===== src/sv/hysteresis_peak_detector_top_assert.svh =====
// ----------------------------------------------------------------------------
// hysteresis peak detector assertion macros
// shared concurrent assertion forms, reset-qualified on the active-low reset
// ----------------------------------------------------------------------------
`ifndef HYSTERESIS_PEAK_DETECTOR_TOP_ASSERT_SVH
`define HYSTERESIS_PEAK_DETECTOR_TOP_ASSERT_SVH

// same-cycle implication
`define HPD_ASSERT_NOW(label, clk, rst_n, cond, expr) \
    label: assert property (@(posedge clk) disable iff (!rst_n) (cond) |-> (expr)) \
        else $error("hysteresis peak detector: same-cycle check failed");

// next-cycle implication
`define HPD_ASSERT_NEXT(label, clk, rst_n, cond, expr) \
    label: assert property (@(posedge clk) disable iff (!rst_n) (cond) |=> (expr)) \
        else $error("hysteresis peak detector: next-cycle check failed");

`endif


===== src/sv/hpd_pkg.sv =====
// ----------------------------------------------------------------------------
// hpd_pkg
// types and constants of the hysteresis peak detector
// ----------------------------------------------------------------------------
`timescale 1ns / 1ps
`default_nettype none

package hpd_pkg;

    localparam int SAMPLE_W   = 16;
    localparam int POSITION_W = 32;
    localparam int DELTA_W    = 16;
    localparam int CFG_W      = 32;
    localparam int CFG_IDX_W  = 3;

    // running extremes need one bit beyond the sample range
    localparam int RUN_W = SAMPLE_W + 1;
    // compare width: holds an extreme minus or plus delta without wrap
    localparam int EXT_W = ((RUN_W > DELTA_W + 1) ? RUN_W : DELTA_W + 1) + 1;
    // window arithmetic width
    localparam int WIN_W = (POSITION_W > CFG_W) ? POSITION_W : CFG_W;

    typedef logic signed [SAMPLE_W-1:0] sample_t;
    typedef logic [POSITION_W-1:0]      position_t;
    typedef logic signed [RUN_W-1:0]    run_t;
    typedef logic signed [EXT_W-1:0]    ext_t;
    typedef logic [WIN_W-1:0]           win_t;

    typedef struct packed {
        sample_t sample;
        logic    new_series;
    } in_word_t;

    typedef struct packed {
        position_t peak_position;
        sample_t   peak_value;
        logic      peak_is_minimum;
    } out_word_t;

    typedef enum logic [CFG_IDX_W-1:0] {
        CFG_DELTA         = 3'd0,
        CFG_WINDOW_OFFSET = 3'd1,
        CFG_WINDOW_LENGTH = 3'd2,
        CFG_OMIT_MAXIMA   = 3'd3,
        CFG_OMIT_MINIMA   = 3'd4
    } cfg_index_t;

    // one below the most negative sample, one above the most positive
    localparam run_t RUN_MAX_INIT = run_t'(-(64'sd1 <<< (SAMPLE_W - 1)) - 64'sd1);
    localparam run_t RUN_MIN_INIT = run_t'(64'sd1 <<< (SAMPLE_W - 1));

endpackage

`default_nettype wire


===== src/sv/hysteresis_peak_detector_top.sv =====
// ----------------------------------------------------------------------------
// hysteresis_peak_detector_top
// delta peak detector: reports maxima and minima confirmed by a hysteresis
// ----------------------------------------------------------------------------
// One signed sample per word, one word per cycle sustained unless out_stall
// holds the result. A word is held in an input register; a single pass of
// compares then updates the search state and loads the result register.
// The recurrence through the running extremes closes in that one compare
// stage, which sets the rate at one word per cycle. A result waits in its
// register while the next word is taken into the input register. The user
// writes configuration on a plain write port only while the block is idle;
// the block itself does not enforce this.
// ----------------------------------------------------------------------------
`timescale 1ns / 1ps
`default_nettype none

`include "hysteresis_peak_detector_top_assert.svh"

module hysteresis_peak_detector_top
    import hpd_pkg::*;
(
    input  wire logic                 clk,
    input  wire logic                 rst_n,
    // configuration write port
    input  wire logic                 cfg_write_enable,
    input  wire logic [CFG_IDX_W-1:0] cfg_index,
    input  wire logic [CFG_W-1:0]     cfg_data,
    // sample words
    input  wire logic                 in_valid,
    output logic                      in_stall,
    input  wire in_word_t             in_word,
    // peak words
    output logic                      out_valid,
    input  wire logic                 out_stall,
    output out_word_t                 out_word
);

    localparam position_t POS_ALL_ONES = '1;

    // configuration registers
    logic [DELTA_W-1:0] delta_reg;
    logic [CFG_W-1:0]   window_offset_reg;
    logic [CFG_W-1:0]   window_length_reg;
    logic               omit_maxima_reg;
    logic               omit_minima_reg;

    // input stage
    logic      in_valid_reg;
    in_word_t  in_word_reg;

    // search state
    position_t position_reg,     position_next;
    run_t      running_max_reg,  running_max_next;
    run_t      running_min_reg,  running_min_next;
    position_t max_position_reg, max_position_next;
    position_t min_position_reg, min_position_next;
    logic      seeking_max_reg,  seeking_max_next;

    // result stage
    logic      out_valid_reg, out_valid_next;
    out_word_t out_word_reg,  out_word_next;

    logic out_free;
    logic fire;
    logic report;

    // the result register can take a new word this cycle
    assign out_free = !out_valid_reg || !out_stall;
    assign fire     = in_valid_reg && out_free;
    assign in_stall = in_valid_reg && !out_free;

    assign out_valid = out_valid_reg;
    assign out_word  = out_word_reg;

    // configuration writes, unknown indexes ignored
    always_ff @(posedge clk or negedge rst_n)
    begin
        if (!rst_n)
        begin
            delta_reg         <= '0;
            window_offset_reg <= '0;
            window_length_reg <= '1;
            omit_maxima_reg   <= 1'b0;
            omit_minima_reg   <= 1'b0;
        end
        else if (cfg_write_enable)
        begin
            unique case (cfg_index)
                CFG_DELTA:         delta_reg         <= cfg_data[DELTA_W-1:0];
                CFG_WINDOW_OFFSET: window_offset_reg <= cfg_data;
                CFG_WINDOW_LENGTH: window_length_reg <= cfg_data;
                CFG_OMIT_MAXIMA:   omit_maxima_reg   <= cfg_data[0];
                CFG_OMIT_MINIMA:   omit_minima_reg   <= cfg_data[0];
                default:           ;
            endcase
        end
    end

    // input register: loads whenever it is empty or drains this cycle
    always_ff @(posedge clk or negedge rst_n)
    begin
        if (!rst_n)
        begin
            in_valid_reg <= 1'b0;
        end
        else if (!in_stall)
        begin
            in_valid_reg <= in_valid;
        end
    end

    always_ff @(posedge clk)
    begin
        if (!in_stall && in_valid)
        begin
            in_word_reg <= in_word;
        end
    end

    // single compare pass over one sample
    always_comb
    begin
        position_t p;
        position_t offset_pos;
        run_t      rmax;
        run_t      rmin;
        position_t pmax;
        position_t pmin;
        logic      seek;
        ext_t      cur_ext;
        ext_t      delta_ext;
        win_t      p_w;
        win_t      off_w;
        logic      in_window;
        logic      confirm;

        position_next     = position_reg;
        running_max_next  = running_max_reg;
        running_min_next  = running_min_reg;
        max_position_next = max_position_reg;
        min_position_next = min_position_reg;
        seeking_max_next  = seeking_max_reg;
        report            = 1'b0;
        out_word_next     = out_word_reg;

        offset_pos = position_t'(window_offset_reg);
        cur_ext    = ext_t'(in_word_reg.sample);
        delta_ext  = ext_t'(delta_reg);

        // a new series restarts the count and the search first
        if (in_word_reg.new_series)
        begin
            p    = '0;
            rmax = RUN_MAX_INIT;
            rmin = RUN_MIN_INIT;
            pmax = offset_pos;
            pmin = offset_pos;
            seek = 1'b1;
        end
        else
        begin
            p    = position_reg;
            rmax = running_max_reg;
            rmin = running_min_reg;
            pmax = max_position_reg;
            pmin = min_position_reg;
            seek = seeking_max_reg;
        end

        p_w       = win_t'(p);
        off_w     = win_t'(window_offset_reg);
        in_window = (p_w >= off_w) && ((p_w - off_w) < win_t'(window_length_reg));
        confirm   = 1'b0;

        if (in_window)
        begin
            if (cur_ext > ext_t'(rmax))
            begin
                rmax = run_t'(in_word_reg.sample);
                pmax = p;
            end
            if (cur_ext < ext_t'(rmin))
            begin
                rmin = run_t'(in_word_reg.sample);
                pmin = p;
            end

            if (seek)
            begin
                // maximum confirmed: report it unless maxima are omitted, then hunt for a minimum
                if (cur_ext < ext_t'(rmax) - delta_ext)
                begin
                    confirm                       = 1'b1;
                    report                        = !omit_maxima_reg;
                    out_word_next.peak_position   = pmax;
                    out_word_next.peak_value      = sample_t'(rmax[SAMPLE_W-1:0]);
                    out_word_next.peak_is_minimum = 1'b0;
                    rmin                          = run_t'(in_word_reg.sample);
                    pmin                          = p;
                end
            end
            else
            begin
                // minimum confirmed: report it unless minima are omitted, then hunt for a maximum
                if (cur_ext > ext_t'(rmin) + delta_ext)
                begin
                    confirm                       = 1'b1;
                    report                        = !omit_minima_reg;
                    out_word_next.peak_position   = pmin;
                    out_word_next.peak_value      = sample_t'(rmin[SAMPLE_W-1:0]);
                    out_word_next.peak_is_minimum = 1'b1;
                    rmax                          = run_t'(in_word_reg.sample);
                    pmax                          = p;
                end
            end
            if (confirm)
            begin
                seek = !seek;
            end
        end

        if (fire)
        begin
            // position saturates at all ones
            position_next     = (p != POS_ALL_ONES) ? p + 1'b1 : p;
            running_max_next  = rmax;
            running_min_next  = rmin;
            max_position_next = pmax;
            min_position_next = pmin;
            seeking_max_next  = seek;
        end
    end

    always_comb
    begin
        if (fire)
        begin
            out_valid_next = report;
        end
        else if (!out_stall)
        begin
            out_valid_next = 1'b0;
        end
        else
        begin
            out_valid_next = out_valid_reg;
        end
    end

    always_ff @(posedge clk or negedge rst_n)
    begin
        if (!rst_n)
        begin
            position_reg     <= '0;
            running_max_reg  <= RUN_MAX_INIT;
            running_min_reg  <= RUN_MIN_INIT;
            max_position_reg <= '0;
            min_position_reg <= '0;
            seeking_max_reg  <= 1'b1;
            out_valid_reg    <= 1'b0;
        end
        else
        begin
            position_reg     <= position_next;
            running_max_reg  <= running_max_next;
            running_min_reg  <= running_min_next;
            max_position_reg <= max_position_next;
            min_position_reg <= min_position_next;
            seeking_max_reg  <= seeking_max_next;
            out_valid_reg    <= out_valid_next;
        end
    end

    // result payload loads only with a report
    always_ff @(posedge clk)
    begin
        if (fire && report)
        begin
            out_word_reg <= out_word_next;
        end
    end

    // a held input word stays put until the result side frees up
    `HPD_ASSERT_NEXT(a_in_hold, clk, rst_n, in_stall,
                     in_valid_reg && $stable(in_word_reg))

    // a taken result clears unless a new report replaces it
    `HPD_ASSERT_NEXT(a_out_drain, clk, rst_n, !fire && out_valid_reg && !out_stall,
                     !out_valid_reg)

    // after a report the search direction has turned
    `HPD_ASSERT_NEXT(a_turn, clk, rst_n, fire && report,
                     out_valid_reg && (seeking_max_reg == out_word_reg.peak_is_minimum))

    // the position count sticks at its end within a series
    `HPD_ASSERT_NEXT(a_pos_sat, clk, rst_n,
                     fire && !in_word_reg.new_series && (position_reg == POS_ALL_ONES),
                     position_reg == POS_ALL_ONES)

endmodule

`default_nettype wire

===== config.mk =====
export PLATFORM = sky130hd
export DESIGN_NAME = hysteresis_peak_detector_top
export DESIGN_NICKNAME = d
export VERILOG_FILES = /design/src/sv/hpd_pkg.sv /design/src/sv/hysteresis_peak_detector_top.sv
export VERILOG_INCLUDE_DIRS = /design/src /design/src/sv
export SDC_FILE = /design/constraint.sdc
export NUM_CORES = 1
export LEC_CHECK = 0
export BUFFER_PORTS_ARGS = -buffer_cell sky130_fd_sc_hd__buf_2
export CAP_MARGIN = 20
export CORE_MARGIN = 10
export CORE_UTILIZATION = 30
export CTS_CLUSTER_SIZE = 12
export DETAILED_ROUTE_END_ITERATION = 12
export SYNTH_ARGS = -nofsm -noshare
export SYNTH_HDL_FRONTEND = slang
export SYNTH_SLANG_ARGS = --single-unit

===== constraint.sdc =====
create_clock -name clk -period 8.8 [get_ports clk]
set_input_delay 2.64 -clock clk [delete_from_list [all_inputs] [get_ports clk]]
set_output_delay 2.64 -clock clk [all_outputs]
set_load 0.02 [all_outputs]

# [Yosys cells after proc, flatten, opt, wreduce, memory -nomap -nowiden]
# Cells that the tools add are included.
[word_totals] regBits=281 in_bits=57 out_inout_bits=51 wordCells=96
[op_classes] n_addsub=4 n_lt_le_gt_ge=6 n_eq_ne=7 muxes=40 n_reduce_logical=21
[ops] op="$mux 32" count=12
[ops] op="$mux 17" count=12
[ops] op="$mux 49" count=3
[ops] op="$add 32x1->32 const B" count=1
[ops] op="$ge 32x32->1" count=1
[ops] op="$lt 32x32->1" count=1
[ops] op="$ne 32x32->1 const B" count=1
[ops] op="$sub 32x32->32" count=1
[ops] op="$add 17x17->18" count=1
[ops] op="$gt 16x18->1" count=1
[ops] op="$lt 16x18->1" count=1
[ops] op="$sub 17x17->18" count=1
[ops] op="$gt 16x17->1" count=1
[ops] op="$lt 16x17->1" count=1
[ops] op="$mux 1" count=13
[ops] op="$reduce_and 2->1" count=5
[ops] op="$logic_not 1->1" count=7
[ops] op="$eq 3x2->1 const B" count=2
[ops] op="$logic_and 1x1->1" count=5
[ops] op="$ne 2x1->1 const B" count=2
[ops] op="$reduce_and 4->1" count=1
[ops] op="$eq 3x1->1 const B" count=1
[ops] op="$eq 3x3->1 const B" count=1
[ops] op="$logic_not 3->1" count=1
[ops] op="other kinds (2)" count=2

# [Longest topological paths before layout]
# Gate-level depths: netlist of the first run.
[depth] ltp_word=12 mapped_depth=35 ltp_nobuf=29

# [Worst setup path before layout of the first run]
# No wires, ideal clock.
[synth_timing] kind="reg2reg" startpoint="register in_word_reg[0] in the netlist's numbering" endpoint="register out_word_reg, in the netlist out_word[0] (enable)" setup_ns=0.456 arrival_time_ns=8.941 t_required_ns=8.344 slack_ns=-0.597 path_stages_with_launch=35 path_buffers=7 period_less_slack_ns=9.397 path_cell_list="edfxtp_1 buf_4 clkbuf_1 clkbuf_1 clkbuf_1 nor2_1 ha_1 a211o_1 a211oi_1 o41a_1 or2_1 buf_2 clkbuf_1 o21ai_0 ha_1 inv_1 fa_1 nor2b_1 o31a_1 o211ai_1 a21oi_1 nor3_1 nor3_1 or4b_1 nand3_1 ha_1 nand4_1 nor2_1 a211oi_1 a31oi_1 or2_1 or3_1 buf_2 o22a_1 nor2_1"
[synth_via] elab_chain_cells=11 word_cells_on_any_way=26 cone_classes="3 x add/sub; 6 x order compare; 1 x eq/ne; 12 x mux; 4 x reduce/logical"
[synth_lines] element="from (decl)" line="hysteresis_peak_detector_top.sv:49" text="in_word_t in_word_reg;"
[synth_lines] element="from (signal assigned)" line="hysteresis_peak_detector_top.sv:116" text="in_word_reg <= in_word;"
[synth_lines] element="$mux 17" line="hysteresis_peak_detector_top.sv:151" text="if (in_word_reg.new_series)"
[synth_lines] element="$lt 16x17->1 or $gt 16x17->1 (tied branches)" line="hysteresis_peak_detector_top.sv:182, hysteresis_peak_detector_top.sv:177"
[synth_lines] element="$mux 17, on equally long branches" line="hysteresis_peak_detector_top.sv:182, hysteresis_peak_detector_top.sv:177"
[synth_lines] element="$mux 17" line="hysteresis_peak_detector_top.sv:175" text="if (in_window)"
[synth_lines] element="$add 17x17->18 or $sub 17x17->18 (tied branches)" line="hysteresis_peak_detector_top.sv:205, hysteresis_peak_detector_top.sv:191"
[synth_lines] element="$gt 16x18->1 or $lt 16x18->1 (tied branches)" line="hysteresis_peak_detector_top.sv:205, hysteresis_peak_detector_top.sv:191"
[synth_lines] element="$mux 1, on equally long branches" line="hysteresis_peak_detector_top.sv:205, hysteresis_peak_detector_top.sv:191"
[synth_lines] element="$mux 1" line="hysteresis_peak_detector_top.sv:188" text="if (seek)"
[synth_lines] element="$mux 1" line="hysteresis_peak_detector_top.sv:175"
[synth_lines] element="$logic_and 1x1->1" line="hysteresis_peak_detector_top.sv:277" text="if (fire && report)"
[synth_lines] element="$reduce_and 4->1 (no line) (*)"
[synth_lines] element="to (signal assigned)" line="hysteresis_peak_detector_top.sv:279" text="out_word_reg <= out_word_next;"
[synth_lines] element="to (decl)" line="hysteresis_peak_detector_top.sv:61" text="out_word_t out_word_reg, out_word_next;"
# Every way passes the cells marked *; elsewhere a longest branch is shown, timed or not. The select of a mux whose other input is x is not followed.
# A chain may end at the register's enable or synchronous reset.

# [Worst setup path in the final report of the first run]
[layout_timing] startpoint="register in_word_reg[0] in the netlist's numbering" endpoint="register running_max_reg[5]"
[layout_via] elab_chain_cells=9 word_cells_on_any_way=19 cone_classes="2 x add/sub; 5 x order compare; 11 x mux; 1 x reduce/logical"
[layout_lines] element="$mux 17" line="hysteresis_peak_detector_top.sv:151"
[layout_lines] element="$lt 16x17->1" line="hysteresis_peak_detector_top.sv:182" text="if (cur_ext < ext_t'(rmin))"
[layout_lines] element="$mux 17" line="hysteresis_peak_detector_top.sv:182"
[layout_lines] element="$mux 17" line="hysteresis_peak_detector_top.sv:175"
[layout_lines] element="$add 17x17->18" line="hysteresis_peak_detector_top.sv:205" text="if (cur_ext > ext_t'(rmin) + delta_ext)"
[layout_lines] element="$gt 16x18->1" line="hysteresis_peak_detector_top.sv:205"
[layout_lines] element="$mux 17" line="hysteresis_peak_detector_top.sv:205"
[layout_lines] element="$mux 17" line="hysteresis_peak_detector_top.sv:188"
[layout_lines] element="$mux 17 (*)" line="hysteresis_peak_detector_top.sv:175"
[layout_lines] element="to (signal assigned)" line="hysteresis_peak_detector_top.sv:265" text="running_max_reg <= running_max_next;"
[layout_lines] element="to (decl)" line="hysteresis_peak_detector_top.sv:53" text="run_t running_max_reg, running_max_next;"
# Marks and branches as above.

==> results of run 1 <==
==> per-stage QoR <==
stage	utilization (%)	hold WS, ns	worst slack [ns]
after floorplan	-	0.450	0.220
after global placement	32.8	0.467	0.667
after detailed placement	32.8	0.469	0.478
after CTS	34.7	0.479	0.441
after global routing	34.7	0.502	0.184
final	34.7	0.481	0.700
==> final timing paths <==
| check | endpoint | slack, ns | cells past startpoint |
|---|---|---|---|
| worst max-delay path | running_max_reg[5] | 0.70 | 31 |
| worst min-delay path | running_min_reg[15] | 0.48 | 2 |
| worst max register to register | running_max_reg[5] | 0.70 | 31 |
| worst min register to register | running_min_reg[15] | 0.48 | 2 |
| max in group asynchronous | window_offset_reg[3] | 5.38 | 2 |
| min in group asynchronous | omit_maxima_reg | 2.02 | 1 |
==> cell type report <==
type	instances	share of cell area, %
antenna	1	0.0112
clock buffer	48	4.49
clock inverter	15	0.964
inverter	126	2.11
multi-input combinational	1703	50.7
sequential	281	33.1
tap	855	4.77
timing repair buffer	147	3.88
==> per-layer routing <==
layer	routed length, microns	track usage, %
met1	31000	24.8
met2	30100	26.9
met3	5840	3.01
met4	1930	5.53
met5	46	0
==> power by group through the flow <==
stage | Sequential (mW) | Combinational, mW | Clock (mW)
4_1_cts | 1.67 | 1.53 | 1.57
2_1_floorplan | 1.64 | 1.10 | 0
3_5_place_dp | 1.69 | 1.51 | 0
5_1_grt | 1.69 | 1.73 | 1.62
6_report | 1.67 | 1.55 | 1.54
3_3_place_gp | 1.68 | 1.48 | 0
==> kinds of logic (layout without fill, tap and decap cells) <==
group | after synthesis | count (layout)
simple gates | 778 | 778
compound gates | 633 | 633
flops | 281 | 281
buf+inv | 244 | 336
fa+ha+maj | 165 | 165
xor+xnor | 81 | 81
mux | 46 | 46
other cells | 0 | 1
==> critical path: cells and delay by family (launching register included) <==
| family | cells | cell delay, ns |
|---|---|---|
| AOI/OAI and AO/OA | 11 | 2.86 |
| adders and majority gates | 4 | 0.98 |
| buffers and inverters | 4 | 0.97 |
| DFF | 1 | 0.44 |
| muxes | 1 | 0.24 |
| and+or+nand+nor | 11 | 2.50 |
==> cell usage after synthesis, types with 13 or more instances <==
| cell type | number |
|---|---|
| a211oi_1 | 13 |
| a21o_1 | 30 |
| a21oi_1 | 118 |
| a22o_1 | 74 |
| a311oi_1 | 29 |
| clkbuf_1 | 100 |
| dfrtp_1 | 165 |
| dfstp_2 | 50 |
| edfxtp_1 | 66 |
| ha_1 | 162 |
| inv_1 | 125 |
| mux2_2 | 23 |
| mux2i_1 | 23 |
| nand2_1 | 271 |
| nand3_1 | 97 |
| nand4_1 | 33 |
| nor2_1 | 139 |
| nor2b_1 | 120 |
| nor3_1 | 35 |
| o211ai_1 | 39 |
| o21a_1 | 16 |
| o21ai_0 | 198 |
| o2bb2ai_1 | 31 |
| xnor2_1 | 38 |
| xor2_1 | 43 |
==> impl_metrics.toml, run 1 <==
[critical_path]
r2r-start = "in_word_reg[0]"
cp_common_cell = "ha_1"
critPathLaunch = "in_word_reg[0]"
slowest_stage = "or4b_1"
endpoint_kind = "flip-flop"
required_ns = 9.26
path_class = "reg2reg"
path_max_fanout = 29
crit_arrival_ns = 8.56
startpoint_type = "flip-flop"
slowest_delay_ns = 0.51

[placement]
place_area_sq_um = 21200
dp.cells = 3112
place.gp.congestion = 0.903
hpwl_mm = 48.0
io_buffers = 107

[synthesis]
avgSynthCellArea_sq_um = 8.82
synth_top_family_by_area = "compound AO/OA/AOI/OAI gates"
synth-simple-area-share_pct = 19.1
synth_seq_cells = 281
synth.cell_area_sq_um = 19600
yosysWarnings = 0
syn_nets = 2450
ys_seq_area_share_pct = 37.8
synth_mux_area_share_pct = 2.49
synth-adder-area-share_pct = 10.6
synth_compound_area_share_pct = 21.6
synthDistinctLibCells = 81
synth_area_leaders = "dfrtp_1 21%, ha_1 10%, edfxtp_1 10%, dfstp_2 6.7%, nand2_1 5.2%"
synth-main-ff-cell = "dfrtp_1"
async_flop_share_pct = 76.5
syn_inst = 2228
synth-xor-area-share_pct = 3.61
synth_top_area_share_pct = 21.0
yosysTopAreaCell = "dfrtp_1"
synth_edf_count = 66

[cells_and_area]
ff_latch_area_sq_um = 7420
drive_gt1_share_pct = 13.1
largest_reg_flops = 49
fillers = 6649
mostFrequentLayoutCell = "nand2_1"
fin_area_sq_um = 22400
multi_input_area_sq_um = 11400
layout_common_cells = "269 x nand2_1, 198 x o21ai_0, 165 x dfrtp_1"
nets = 2516
layout.cells.non_filler = 3176
syn_to_final_growth_pct = 14.2

[power]
power_leakage_nw = 9.38
switching_power_mw = 1.68
power_frac_comb_pct = 32.6
finalPower_mw = 4.76
clkPwrFrac_pct = 32.3
swShare_pct = 35.2
p_per_area_nw_per_um2 = 212
p_seq_share_pct = 35.1
power.internal_mw = 3.08
peakVddDrop_v = 0.000120

[timing]
tightestPinTransition_ns = 1.06
rsz0062_at_grt = "false"
tns_ns = 0
setup-violations-final = 0
finalHoldViolations = 0
fin_worst_skew_ns = 0.0235
fin_crit_sh_pct = 92.0
max_clock_freq_mhz = 123
slew_headroom_pct = 29.6
slew_viol_final = 0
period_minus_slack_ns = 8.10

[floorplanning]
dieArea_sq_um = 76100
die_w_microns = 276
core_sq_um = 64700
start_util_pct = 30.4
ios = 108
fp-row-count = 93
die_h_microns = 276

[route]
drtIter0Drc = 1681
antenna_left = 0
avgRoutedWirePerCell_microns = 21.7
wirelength_mm = 68.9
vias = 17800
drc = 0
routed_via_density = 5.62
drtPass1Iterations = 6

[clock_tree]
cts_tree = "done"
cts.clk_slew.worst_paths_ns = 0.06
numCtsBuffers = 35
cts_resized = 0
cts_htree_levels = 2
clock-sinks = 281
hold_buffers = 0
clockRootBuffer = "clkbuf_16"
clockBufferDepth = 3
cts_setup_buffers = 0
clk_latency_ns = 0.55

[run_status]
outcome = "finished, final reports clean"

[global_route]
antenna_found_initial = 5
gr-total-overflow = 0
grt_pass1_wl_mm = 105
grtUsageTotal_pct = 17.6
first_global_vias = 17300
grt_max_degree = 155

[min_path]
worstHoldStart = "running_min_reg[15]"
hold_path_class = "reg2reg"

[run]
maxCapViolCount = 0
(Power assumes the default switching activity.)
==> run 2, diff against run 1 <==
clock period = 6.99 ns   (was 8.8 ns; I/O delays follow)
==> run 2 against run 1 <==
The flow now finishes with violations (negative setup slack). Clock skew hardly changed. Wire length grew 5.2%. Largest power group is now combinational logic. Power grew 30%. Highest routed layer unchanged. Die area unchanged. Final area grew 6.7%. Non-clock buffer count grew 101.
==> impl_metrics.toml, run 2 (same netlist as run 1, synthesis figures left out) <==
[placement]
dp.cells = 3183
io_buffers = 107
hpwl_mm = 51.1
place.gp.congestion = 0.965

[run]
maxCapViolCount = 0

[timing]
setup-violations-final = 38
fin_worst_skew_ns = 0.0236
holdWs_ns = 0.492
period_minus_slack_ns = 7.04
tns_ns = -1.08
worst_slack_ns = -0.0483
fin_crit_sh_pct = 101
slew_viol_final = 0
max_clock_freq_mhz = 142
tightestPinTransition_ns = 1.06
rsz0062_at_grt = "true"
slew_headroom_pct = 29.2
finalHoldViolations = 0

[clock_tree]
cts.clk_slew.worst_paths_ns = 0.06
cts_tree = "done"
cts_htree_levels = 2
clk_latency_ns = 0.57
clock-sinks = 281
clockRootBuffer = "clkbuf_16"
numCtsBuffers = 35
clockBufferDepth = 3
hold_buffers = 0

[floorplanning]
dieArea_sq_um = 76100
fp-row-count = 93
start_util_pct = 30.4
die_w_microns = 276
die_h_microns = 276
core_sq_um = 64700
ios = 108

[cells_and_area]
layout.cells.non_filler = 3281
nets = 2619
mostFrequentLayoutCell = "nand2_1"
syn_to_final_growth_pct = 21.9
layout_common_cells = "265 x nand2_1, 186 x o21ai_0, 165 x dfrtp_1"
drive_gt1_share_pct = 20.3
largest_reg_flops = 49

[critical_path]
slowest_stage = "or4b_1"
path_class = "reg2reg"
required_ns = 7.25
cp.buffers_inverters = 12
startpoint_type = "flip-flop"
crit_arrival_ns = 7.30
path_max_fanout = 8
critPathTopFamily = "simple AND/OR/NAND/NOR gates"
endpoint_kind = "flip-flop"
slowest_delay_ns = 0.56
cp_common_cell = "buf_4"

[route]
drtPass1Iterations = 5
drc = 0
routed_via_density = 5.59
drtIter0Drc = 2151
avgRoutedWirePerCell_microns = 22.1
vias = 18400
wirelength_mm = 72.5
antenna_left = 0

[global_route]
gr-total-overflow = 0
first_global_vias = 17500
grt_pass1_wl_mm = 107
grtUsageTotal_pct = 18.0
antenna_found_initial = 8
grt_max_degree = 124

[power]
p_per_area_nw_per_um2 = 258
peakVddDrop_v = 0.000180
power_leakage_nw = 10.0

[run_status]
violations = "negative setup slack"
outcome = "finished with violations"

[min_path]
hold_path_class = "reg2reg"
==> run 2: what timing repair did <==
action	in CTS	in global routing
gates cloned	0	6
setup endpoints to repair	108	148
resized for setup	5	99
pin swaps	1	36
buffers inserted	5	22
==> run 2: final timing paths <==
| path | startpoint | to | slack [ns] | depth (start not counted) |
|---|---|---|---|---|
| hold reg to reg | running_min_reg[15] | running_min_reg[15] | 0.49 | 2 |
| setup / recovery | in_word_reg[0] | out_word[19] | -0.05 | 35 |
| max in group asynchronous | rst_n | delta_reg[11] | 4.20 | 2 |
| setup reg to reg | in_word_reg[0] | out_word[19] | -0.05 | 35 |
| min in group asynchronous | rst_n | running_min_reg[6] | 1.57 | 1 |
| hold / removal | running_min_reg[15] | running_min_reg[15] | 0.49 | 2 |
==> run 2: report_power, final <==
group          internal (mW)  total (mW)  switching [mW]  leakage, nW
Clock                   1.15        1.92           0.774        0.584
Combinational          0.917        2.16            1.24         6.25
Sequential              1.93        2.11           0.181         3.19
==> run 2: metal layers <==
metal / part of all wire [%] / global-route usage, % / routed length (microns) / up-vias
met1: 44 / 24.7 / 31600 / 8922
met5: 0.092 / 0 / 67 / -
met4: 3.4 / 6.58 / 2470 / 8
met2: 44 / 27.1 / 31800 / 859
li1: - / - / - / 8408
met3: 9.1 / 4.51 / 6630 / 157
==> run 2: per-stage QoR <==
step	power [mW]	utilization [%]	worst slack [ns]	cell area, sq um
after floorplan	3.47	-	-0.229	19800
after global placement	4.07	33.9	-0.0684	21900
after detailed placement	4.13	33.9	-0.237	21900
after CTS	6.07	35.9	0.00676	23200
after global routing	6.54	37.0	-0.269	23900
final	6.18	37.0	-0.0483	23900
==> run 2: layout make-up <==
cell class	instances	area, sq um
timing repair inverter	1	6.26
timing repair buffer	248	1870
fill	6529	40800
clock inverter	15	178
tap	855	1070
antenna	2	5.00
clock buffer	49	1030
multi-input combinational	1704	11900
inverter	126	485
sequential	281	7420
==> run 2: worst min-delay path: cells and delay by family, from the launching register on <==
kind            cells  cell delay (ns)
flops               1             0.38
buf+inv             1             0.05
compound gates      1             0.06
